[src/hdl/teq_pkg.sv]
// Shared types and constants for the time-sorted event queue.
// No dependencies.
`default_nettype none
package teq_pkg;

   localparam int DEFAULT_CAPACITY = 32;

   localparam int ACTION_W = 2;
   localparam int INDEX_W  = 16;
   localparam int TIME_W   = 32;
   localparam int STATUS_W = 3;
   localparam int COUNT_W  = 6;

   localparam logic [ACTION_W-1:0] ACT_INSERT = 2'd0;
   localparam logic [ACTION_W-1:0] ACT_LIST   = 2'd1;
   localparam logic [ACTION_W-1:0] ACT_CLEAR  = 2'd2;

   localparam logic [STATUS_W-1:0] STS_INSERTED = 3'd0;
   localparam logic [STATUS_W-1:0] STS_FULL     = 3'd1;
   localparam logic [STATUS_W-1:0] STS_CLEARED  = 3'd2;
   localparam logic [STATUS_W-1:0] STS_LISTED   = 3'd3;
   localparam logic [STATUS_W-1:0] STS_EMPTY    = 3'd4;

   // per-cell load control
   typedef struct packed {
      logic load_new;   // take the incoming event
      logic shift;      // take the left neighbor (insert makes room)
      logic rotate;     // read-out step: take the right neighbor
      logic wrap;       // last occupied cell, or last cell of the chain: take cell 0 on rotate
   } cell_ctl_type;

   typedef enum logic [1:0] {
      S_IDLE = 2'b01,
      S_LIST = 2'b10
   } state_type;

endpackage
`default_nettype wire

[src/hdl/teq_cell.sv]
// One storage cell of the sorted event chain: holds one event, compares it
// against an incoming time and loads the new event or a neighbor's. Uses teq_pkg.
`default_nettype none
module teq_cell (
   input  wire logic                       clock,
   input  wire teq_pkg::cell_ctl_type      ctl,
   input  wire logic                       cell_valid,
   input  wire logic [teq_pkg::TIME_W-1:0]  cmp_time,
   input  wire logic [teq_pkg::INDEX_W-1:0] new_index,
   input  wire logic [teq_pkg::TIME_W-1:0]  new_time,
   input  wire logic [teq_pkg::INDEX_W-1:0] left_index,
   input  wire logic [teq_pkg::TIME_W-1:0]  left_time,
   input  wire logic [teq_pkg::INDEX_W-1:0] right_index,
   input  wire logic [teq_pkg::TIME_W-1:0]  right_time,
   input  wire logic [teq_pkg::INDEX_W-1:0] first_index,
   input  wire logic [teq_pkg::TIME_W-1:0]  first_time,
   output logic [teq_pkg::INDEX_W-1:0]      index_q,
   output logic [teq_pkg::TIME_W-1:0]       time_q,
   output logic                             le
);
   import teq_pkg::*;

   logic [INDEX_W-1:0] index_ff, index_in;
   logic [TIME_W-1:0]  time_ff, time_in;

   always_comb begin
      index_in = index_ff;
      time_in  = time_ff;
      if (ctl.load_new) begin
         index_in = new_index;
         time_in  = new_time;
      end else if (ctl.shift) begin
         index_in = left_index;
         time_in  = left_time;
      end else if (ctl.rotate) begin
         if (ctl.wrap) begin
            index_in = first_index;
            time_in  = first_time;
         end else begin
            index_in = right_index;
            time_in  = right_time;
         end
      end
   end

   always_ff @(posedge clock) begin
      index_ff <= index_in;
      time_ff  <= time_in;
   end

   assign index_q = index_ff;
   assign time_q  = time_ff;
   assign le      = cell_valid && (time_ff <= cmp_time);

endmodule
`default_nettype wire

[config.mk]
export PLATFORM = sky130hd
export DESIGN_NAME = teq_cell
export DESIGN_NICKNAME = d
export VERILOG_FILES = /design/src/hdl/teq_pkg.sv /design/src/hdl/teq_cell.sv
export SDC_FILE = /design/constraint.sdc
export NUM_CORES = 1
export LEC_CHECK = 0
export BUFFER_PORTS_ARGS = -buffer_cell sky130_fd_sc_hd__buf_2
export CAP_MARGIN = 20
export CORE_AREA = 2 2 108 110
export CTS_CLUSTER_DIAMETER = 60
export DETAILED_ROUTE_END_ITERATION = 6
export DIE_AREA = 0 0 110 112
export PLACE_DENSITY = 0.8
export SETUP_SLACK_MARGIN = 0.2
export SLEW_MARGIN = 0
export SYNTH_ARGS = -nofsm -noshare
export SYNTH_HDL_FRONTEND = slang
export SYNTH_SLANG_ARGS = --single-unit
[constraint.sdc]
create_clock -name clock -period 2.7 [get_ports clock]
set_clock_uncertainty 0.05 [all_clocks]
set_input_delay 0.27 -clock clock [delete_from_list [all_inputs] [get_ports clock]]
set_output_delay 0.27 -clock clock [all_outputs]
set_load 0.03 [all_outputs]
==> results of run 1 <==
==> area by class of cell <==
cell class | instances | area (um2) | share of cell area [%]
clock buffers | 5 | 125.1 | 2.296
clock inverters | 2 | 12.51 | 0.2296
inverters | 34 | 127.6 | 2.342
multi-input cells | 326 | 2088 | 38.31
flip-flops and latches | 48 | 1441 | 26.45
well taps | 143 | 178.9 | 3.283
repair buffers | 284 | 1476 | 27.09
==> routing by layer <==
metal / vias to the layer above / global-route usage (%)
li1: 2068 / -
met1: 1781 / 19.92
met2: 155 / 35.09
met3: 12 / 4.215
met4: 0 / 4.641
met5: - / 0
==> stage by stage <==
step           area [um2]  std cells
5_1_grt              5450        842
3_3_place_gp         5223        832
6_report             5450        842
4_1_cts              5396        841
2_1_floorplan        3737        436
3_5_place_dp         5223        832
==> logic make-up (layout without fill, tap and decap cells) <==
family                     count (synthesis)  in the layout
and+or+nand+nor                          127            127
adders and majority gates                 32             32
buffers and inverters                     62            325
AOI/OAI and AO/OA                        119            119
muxes                                     48             48
DFF                                       48             48
==> power groups by stage <==
| stage | clock network (uW) | logic (uW) | registers, uW |
|---|---|---|---|
| 3_5_place_dp | 0 | 855 | 983 |
| 5_1_grt | 645 | 962 | 977 |
| 6_report | 601 | 868 | 967 |
| 4_1_cts | 623 | 866 | 968 |
| 2_1_floorplan | 0 | 338 | 1160 |
| 3_3_place_gp | 0 | 843 | 975 |
==> final timing paths <==
kind,from,to
min,new_index[0],index_q[0]$_DFFE_PP_
max,time_q[29]$_DFFE_PP_,le
==> flip-flops by register name (all words and copies together) (netlist names) <==
register,count
time_q,32
index_q,16
==> timing repair <==
action                                  in CTS  in global routing
setup buffers                                2                  0
pin swaps                                    5                  5
endpoints found under the setup margin       1                  1
endpoints found under the hold margin        0                  0
gates resized for setup                      3                  3
==> cell usage in the layout, fill, tap and decap left out <==
cell type	n
ha_1	29
edfxtp_1	48
clkinvlp_4	1
o21ai_0	4
o21ai_1	48
a221oi_1	2
o211ai_1	1
nand4_1	5
and3_1	1
nor2_1	51
or3_2	1
clkinv_1	1
inv_1	33
o22ai_1	1
buf_12	3
a31oi_1	1
nor4_2	1
mux2i_1	48
nand2b_1	1
clkbuf_16	5
nor4_4	1
a21oi_1	60
buf_4	4
nand2_1	56
ha_4	3
nor2b_1	2
nand3_1	6
o31ai_1	1
buf_2	277
clkinv_2	1
a21bo_1	1
nand4_2	2
==> impl_metrics.yaml, run 1 <==
timing:
  final_min_period_over_clock_period_pct: 92.63
  fmax_ghz: 0.3998
  setup_viol: 0
  rsz0062_at_grt: "yes"
  slew_headroom_pct: 41.54
  worst_slew_pin_slew_ps: 876.9
  final.setup.tns_ps: 0
  timing.final.ws_setup_ps: 198.9
  finalHoldViolCount: 0
  drv_slew: 0
  finalCriticalPeriod_ps: 2501
  fin_hold_ws_ps: 217.4
critical_path:
  worstSetupPathType: "reg -> out"
  arrival_ps: 2180
  crit_fanout: 3
  cp-start-kind: "flop"
  slowest_stage: "edfxtp_1"
  endpoint_kind: "output pin"
  crit_cells: 7
  worstPathRequired_ps: 2380
  cp_num_buf_inv: 1
  max_stage_delay_ps: 450
  path_cells: "ha_4, nand4_1, nor4_2, a221oi_1, o31ai_1, o22ai_1, buf_4"
  critical_path.top_delay_family: "simple AND/OR/NAND/NOR gates"
logic_synthesis:
  synthArstFlopShare_pct: 0
  syn_area_um2: 3737
  synth_mux_area_share_pct: 12.86
  synth.top_cell.area_share_pct: 38.57
  synth-xor-area-share_pct: 0
  syn_avg_cell_area_um2: 8.572
  synth_commonest_cells: "60 x a21oi_1, 56 x nand2_1, 51 x nor2_1"
  synth_edf_count: 48
  synth_most_common_cell: "a21oi_1"
  ys.flop_type: "edfxtp_1"
  synth-warning-count: 0
  ys_top_cells_by_area: "edfxtp_1 39%, mux2i_1 13%, ha_1 11%"
  synth_top_family_by_area: "compound AO/OA/AOI/OAI gates"
  synth_fa_ha_area_share_pct: 10.71
  synthSimpleGateAreaFrac_pct: 14.40
  synth_compound_area_share_pct: 16.47
  yosys.area.top_type: "edfxtp_1"
  syn_nets: 698
  ys_ff_latch: 48
  syn_inst: 436
  ys_types: 30
  seq_area_frac_synth_pct: 38.57
status:
  outcome: "complete, no violations"
power_and_ir_drop:
  power_uw: 2435
  netSwitchingFraction_pct: 33.67
  p_seq_share_pct: 39.7
  p_sw_uw: 819.8
  leakagePower_uw: 0.002864
  power_density_nw_per_um2: 446.7
  vdd_drop_max_mv: 0.2401
  power_frac_clock_pct: 24.7
  pwr-share-comb_pct: 35.6
  p_int_uw: 1615
drt:
  wl_met1_um: 4432
  wirelength_um: 11550
  via_per_inst: 4.770
  drc: 0
  drt_iter0_drc: 132
  topRoutingLayerUsed: "met4"
  drtAntennaViolNets: 0
  firstDrtPassIters: 6
  wl_met3_um: 805
  wl_met2_um: 6167
  wire_per_inst_um: 13.71
  vias: 4016
hold_path:
  holdPathStages: 3
  min_path_type: "in -> reg"
final_layout:
  drive_gt1_share_pct: 42.78
  utilization_pct: 48.77
  nets: 961
  area_delta_synth_final_pct: 45.83
  fill_cells: 1091
  diodes: 0
floorplan:
  die_w_um: 110
  floorplan.die_area_um2: 12320
  core-area_um2: 11170
  pin_count: 279
  start_util_pct: 33.45
  rows: 39
  die-height_um: 112
place:
  dp_slack_ps: 389.2
  place_congestion: 0.7685
  numPortBuffers: 278
  dp_hpwl_um: 9279
cts:
  cts_buffers: 5
  clk_pin_slew_worst_paths_ps: 70
  htree_levels: 2
  hold_buffers: 0
  clockRootBuffer: "clkbuf_16"
  cts_buffer_depth: 2
  cts.sinks: 48
  cts_tree: "yes"
global_routing:
  grt_max_degree: 97
  grt_first_pass_wirelength_um: 17910
  grt_pass1_vias: 4035
  grt-ovfl-total: 0
  grt_usage_pct: 18.41
  grt_antenna_before_repair: 0
flow_run:
  max-cap-violations: 0
(Power assumes the default switching activity.)
==> run 2, diff against run 1 <==
Settings changed: PLACE_DENSITY 0.8 to 0.74.
==> impl_metrics.yaml, run 2 (synthesis results as in run 1) <==
hold_path:
  min_path_type: "in -> reg"
  worstHoldStart: "new_index[3]"
final_layout:
  final_cell_area_um2: 5549
  diodes: 0
  regArea_um2: 1441
  fill_cells: 1111
  nets: 965
  mostFrequentLayoutCells: "277 x buf_2, 60 x a21oi_1, 56 x nand2_1"
  drive_gt1_share_pct: 43.81
  multi_input_area_um2: 2161
  mostFrequentLayoutCell: "buf_2"
  area_delta_synth_final_pct: 48.48
  largest_register_ffs: 32
power_and_ir_drop:
  p_seq_share_pct: 39.5
  power_frac_clock_pct: 24.1
  p_int_uw: 1630
  p_sw_uw: 827.5
  power_density_nw_per_um2: 442.9
  vdd_drop_max_mv: 0.2265
  leakagePower_uw: 0.002894
  pwr-share-comb_pct: 36.4
  netSwitchingFraction_pct: 33.67
critical_path:
  worstSetupPathType: "reg -> out"
  max_stage_delay_ps: 460
  cp_num_buf_inv: 3
  arrival_ps: 2150
  crit_fanout: 2
  path_cells: "ha_4, nand4_1, buf_4, buf_4, o31ai_2, o22ai_1, buf_4"
  crit_top_cell: "buf_4"
  startpoint: "time_q[31]$_DFFE_PP_"
  cp-start-kind: "flop"
  worstPathRequired_ps: 2380
  endpoint_kind: "output pin"
  critical_path.top_delay_family: "buffers and inverters"
  slowest_stage: "edfxtp_1"
drt:
  drtAntennaViolNets: 0
  drt_iter0_drc: 119
  vias: 3997
  firstDrtPassIters: 4
  wirelength_um: 11770
  wire_per_inst_um: 13.91
  drc: 0
  via_per_inst: 4.725
cts:
  htree_levels: 2
  clk_pin_slew_worst_paths_ps: 70
  cts.sinks: 48
  cts_buffer_depth: 2
  cts_buffers: 5
  clockRootBuffer: "clkbuf_16"
  cts_tree: "yes"
global_routing:
  grt_usage_pct: 18.27
  grt_pass1_vias: 3910
  grt_first_pass_wirelength_um: 17660
  grt-ovfl-total: 0
  grt_max_degree: 97
  grt_antenna_before_repair: 0
timing:
  slew_headroom_pct: 40.41
  final.setup.tns_ps: 0
  fmax_ghz: 0.4055
  final_min_period_over_clock_period_pct: 91.34
  finalHoldViolCount: 0
  setup_viol: 0
  fin_hold_ws_ps: 222.8
  rsz0062_at_grt: "yes"
  worst_slew_pin_slew_ps: 893.9
  finalCriticalPeriod_ps: 2466
  drv_slew: 0
floorplan:
  pin_count: 279
  die-height_um: 112
  start_util_pct: 33.45
  floorplan.die_area_um2: 12320
  core-area_um2: 11170
  rows: 39
  die_w_um: 110
flow_run:
  max-cap-violations: 0
status:
  outcome: "complete, no violations"
place:
  placedInstanceArea_um2: 5238
  dp_hpwl_um: 9398
  place_congestion: 0.7861
  numPortBuffers: 278
==> run 2: cell types whose count changed in the layout (fill, tap and decap cells not counted), moves of 3 or more <==
cell	delta
ha_1	-3
buf_4	+4
o21ai_1	+3
o21ai_0	-3
ha_4	+3
==> run 2: final timing paths <==
kind                    to  slack [ps]  cells after the start
max                     le         230                      7
min   index_q[3]$_DFFE_PP_         220                      3
==> run 2: area by class of cell <==
class | instances | share of cell area [%]
repair buffers | 288 | 27.15
multi-input cells | 326 | 38.94
well taps | 143 | 3.224
inverters | 34 | 2.300
flip-flops and latches | 48 | 25.98
clock buffers | 6 | 2.322
clock inverters | 1 | 0.09019
==> run 2: per-stage QoR <==
| stage | utilization (%) | setup WS (ps) | power (uW) | instances |
|---|---|---|---|---|
| after floorplan | - | 416.1 | 1495 | 436 |
| after global placement | 46.87 | 415.2 | 1818 | 834 |
| after detailed placement | 46.87 | 428.3 | 1837 | 834 |
| after CTS | 48.33 | 205.7 | 2446 | 842 |
| after global routing | 49.66 | 122.6 | 2609 | 846 |
| final | 49.66 | 233.9 | 2458 | 846 |
==> run 2: power by group through the flow <==
stage / combinational, uW / sequential (uW) / clock [uW]
final: 894 / 972 / 592
after detailed placement: 852 / 984 / 0
after global placement: 843 / 976 / 0
after global routing: 991 / 981 / 637
after CTS: 861 / 969 / 615
after floorplan: 338 / 1160 / 0
==> run 2: routing by layer <==
layer	wire length, um	track usage [%]	part of all wire [%]
met1	4825	21.27	41
met2	6033	34.15	51
met5	0	0	0
met3	768	3.220	6.5
met4	144	3.966	1.2
==> run 2: what timing repair did <==
| action | CTS | global route |
|---|---|---|
| setup endpoints to repair | 1 | 1 |
| setup buffers | 1 | 3 |
| hold buffers | 0 | 0 |
| resized for setup | 3 | 14 |
| pin swaps | 4 | 7 |
==> run 3, diff against run 2 <==
==> constraint.sdc (replaced) <==
create_clock -name clock -period 2.7 [get_ports clock]
set_clock_uncertainty 0.05 [all_clocks]
set_input_delay 0.675 -clock clock [delete_from_list [all_inputs] [get_ports clock]]
set_output_delay 0.675 -clock clock [all_outputs]
set_load 0.03 [all_outputs]
==> impl_metrics.yaml, run 3 (synthesis results as in run 1) <==
final_layout:
  largest_register_ffs: 32
  mostFrequentLayoutCells: "269 x buf_2, 59 x a21oi_1, 55 x nand2_1"
  drive_gt1_share_pct: 47.39
  final_cell_area_um2: 5816
  diodes: 0
  regArea_um2: 1441
  fill_cells: 1080
  nets: 970
  area_delta_synth_final_pct: 55.61
  multi_input_area_um2: 2310
  fin_cells: 852
  mostFrequentLayoutCell: "buf_2"
cts:
  cts_buffer_depth: 2
  cts.sinks: 48
  htree_levels: 2
  cts_tree: "yes"
  cts_buffers: 5
  clockRootBuffer: "clkbuf_16"
  clk_pin_slew_worst_paths_ps: 70
floorplan:
  floorplan.die_area_um2: 12320
  rows: 39
  die_w_um: 110
  die-height_um: 112
  start_util_pct: 33.45
  core-area_um2: 11170
  pin_count: 279
hold_path:
  worstHoldStart: "new_index[8]"
  min_path_type: "in -> reg"
  hold_end: "index_q[8]$_DFFE_PP_"
  holdPathStages: 3
timing:
  drv_slew: 0
  setup_viol: 1
  worst_slew_pin_slew_ps: 878.2
  timing.final.ws_setup_ps: -223.6
  fmax_ghz: 0.3420
  slew_headroom_pct: 41.45
  finalHoldViolCount: 0
  finalCriticalPeriod_ps: 2924
  final_min_period_over_clock_period_pct: 108.3
  rsz0062_at_grt: "yes"
  final.setup.tns_ps: -223.6
  fin_hold_ws_ps: 616.6
drt:
  wirelength_um: 12180
  firstDrtPassIters: 4
  drtAntennaViolNets: 0
  vias: 4055
  via_per_inst: 4.759
  drt_iter0_drc: 136
  wire_per_inst_um: 14.29
  drc: 0
place:
  placedInstanceArea_um2: 5361
  dp_slack_ps: -337.0
  numPortBuffers: 278
  place_congestion: 0.8033
  dp_hpwl_um: 9647
  place_inst: 840
critical_path:
  arrival_ps: 2200
  endpoint_kind: "output pin"
  worstPathRequired_ps: 1980
  cp-start-kind: "primary input"
  worstSetupPathType: "in -> out"
  startpoint: "cmp_time[11]"
  crit_fanout: 2
flow_run:
  max-cap-violations: 0
power_and_ir_drop:
  power_density_nw_per_um2: 454.0
  vdd_drop_max_mv: 0.2228
  leakagePower_uw: 0.002930
global_routing:
  grt_max_degree: 97
  grt_usage_pct: 19.28
  grt_antenna_before_repair: 0
  grt_pass1_vias: 3805
  grt-ovfl-total: 0
  grt_first_pass_wirelength_um: 18360
status:
  violations: "setup timing"
  outcome: "finished, violations left"
## run 3: cell count changes in the layout (fill, tap and decap cells not counted), moves of 8 or more
| cell | before | now |
|---|---|---|
| buf_2 | 277 | 269 |
| ha_1 | 26 | 16 |
| buf_6 | 0 | 9 |
| inv_2 | 0 | 9 |
| inv_1 | 33 | 22 |
| ha_4 | 6 | 16 |
## run 3: worst max-delay path: stages
cell and delay, ps:
buf_2 90, inv_1 60, ha_4 280, nand4_4 110, nor4_4 290, a21bo_1 240, a31oi_1 200, o22ai_2 120
buf_6 140
## run 3: power by group
part / switching [uW] / total (uW) / internal [uW]
sequential: 53.1 / 978 / 925
clock: 265 / 696 / 431
combinational: 546 / 966 / 420
total: 864 / 2640 / 1780
## run 3: through the flow
stage	utilization, %	total power, uW
3_3_place_gp	47.98	1862
3_5_place_dp	47.98	1878
6_report	52.04	2640
5_1_grt	52.04	2797
4_1_cts	50.39	2610
2_1_floorplan	-	1516
## run 3: worst max path at each step
stage	endpoint	slack (ps)	cells after the start
6_report	le	-220	9
5_1_grt	le	-280	10
4_1_cts	le	-270	9
3_5_place_dp	le	-340	9
3_3_place_gp	le	-290	10
2_1_floorplan	le	60	7
## run 3: final cells by class
type	count	share of cell area [%]
Timing Repair Buffer	293	27.26
Clock inverter	3	0.6454
Inverter	34	2.367
Clock buffer	5	2.151
Multi-Input combinational cell	326	39.72
Tap cell	143	3.077
Sequential cell	48	24.78
## run 3: layer usage
metal | vias to the layer above | track usage, % | wire length, um
met4 | 0 | 4.557 | 99
met3 | 6 | 3.747 | 772
li1 | 2079 | - | -
met2 | 161 | 34.07 | 6297
met1 | 1809 | 23.82 | 5006
met5 | - | 0 | 0
## run 3: timing repair
action / CTS / global route
pin swaps: 8 / 15
setup buffers: 2 / 2
gates resized for setup: 17 / 23
setup endpoints to repair: 1 / 1
hold buffers: 0 / 0
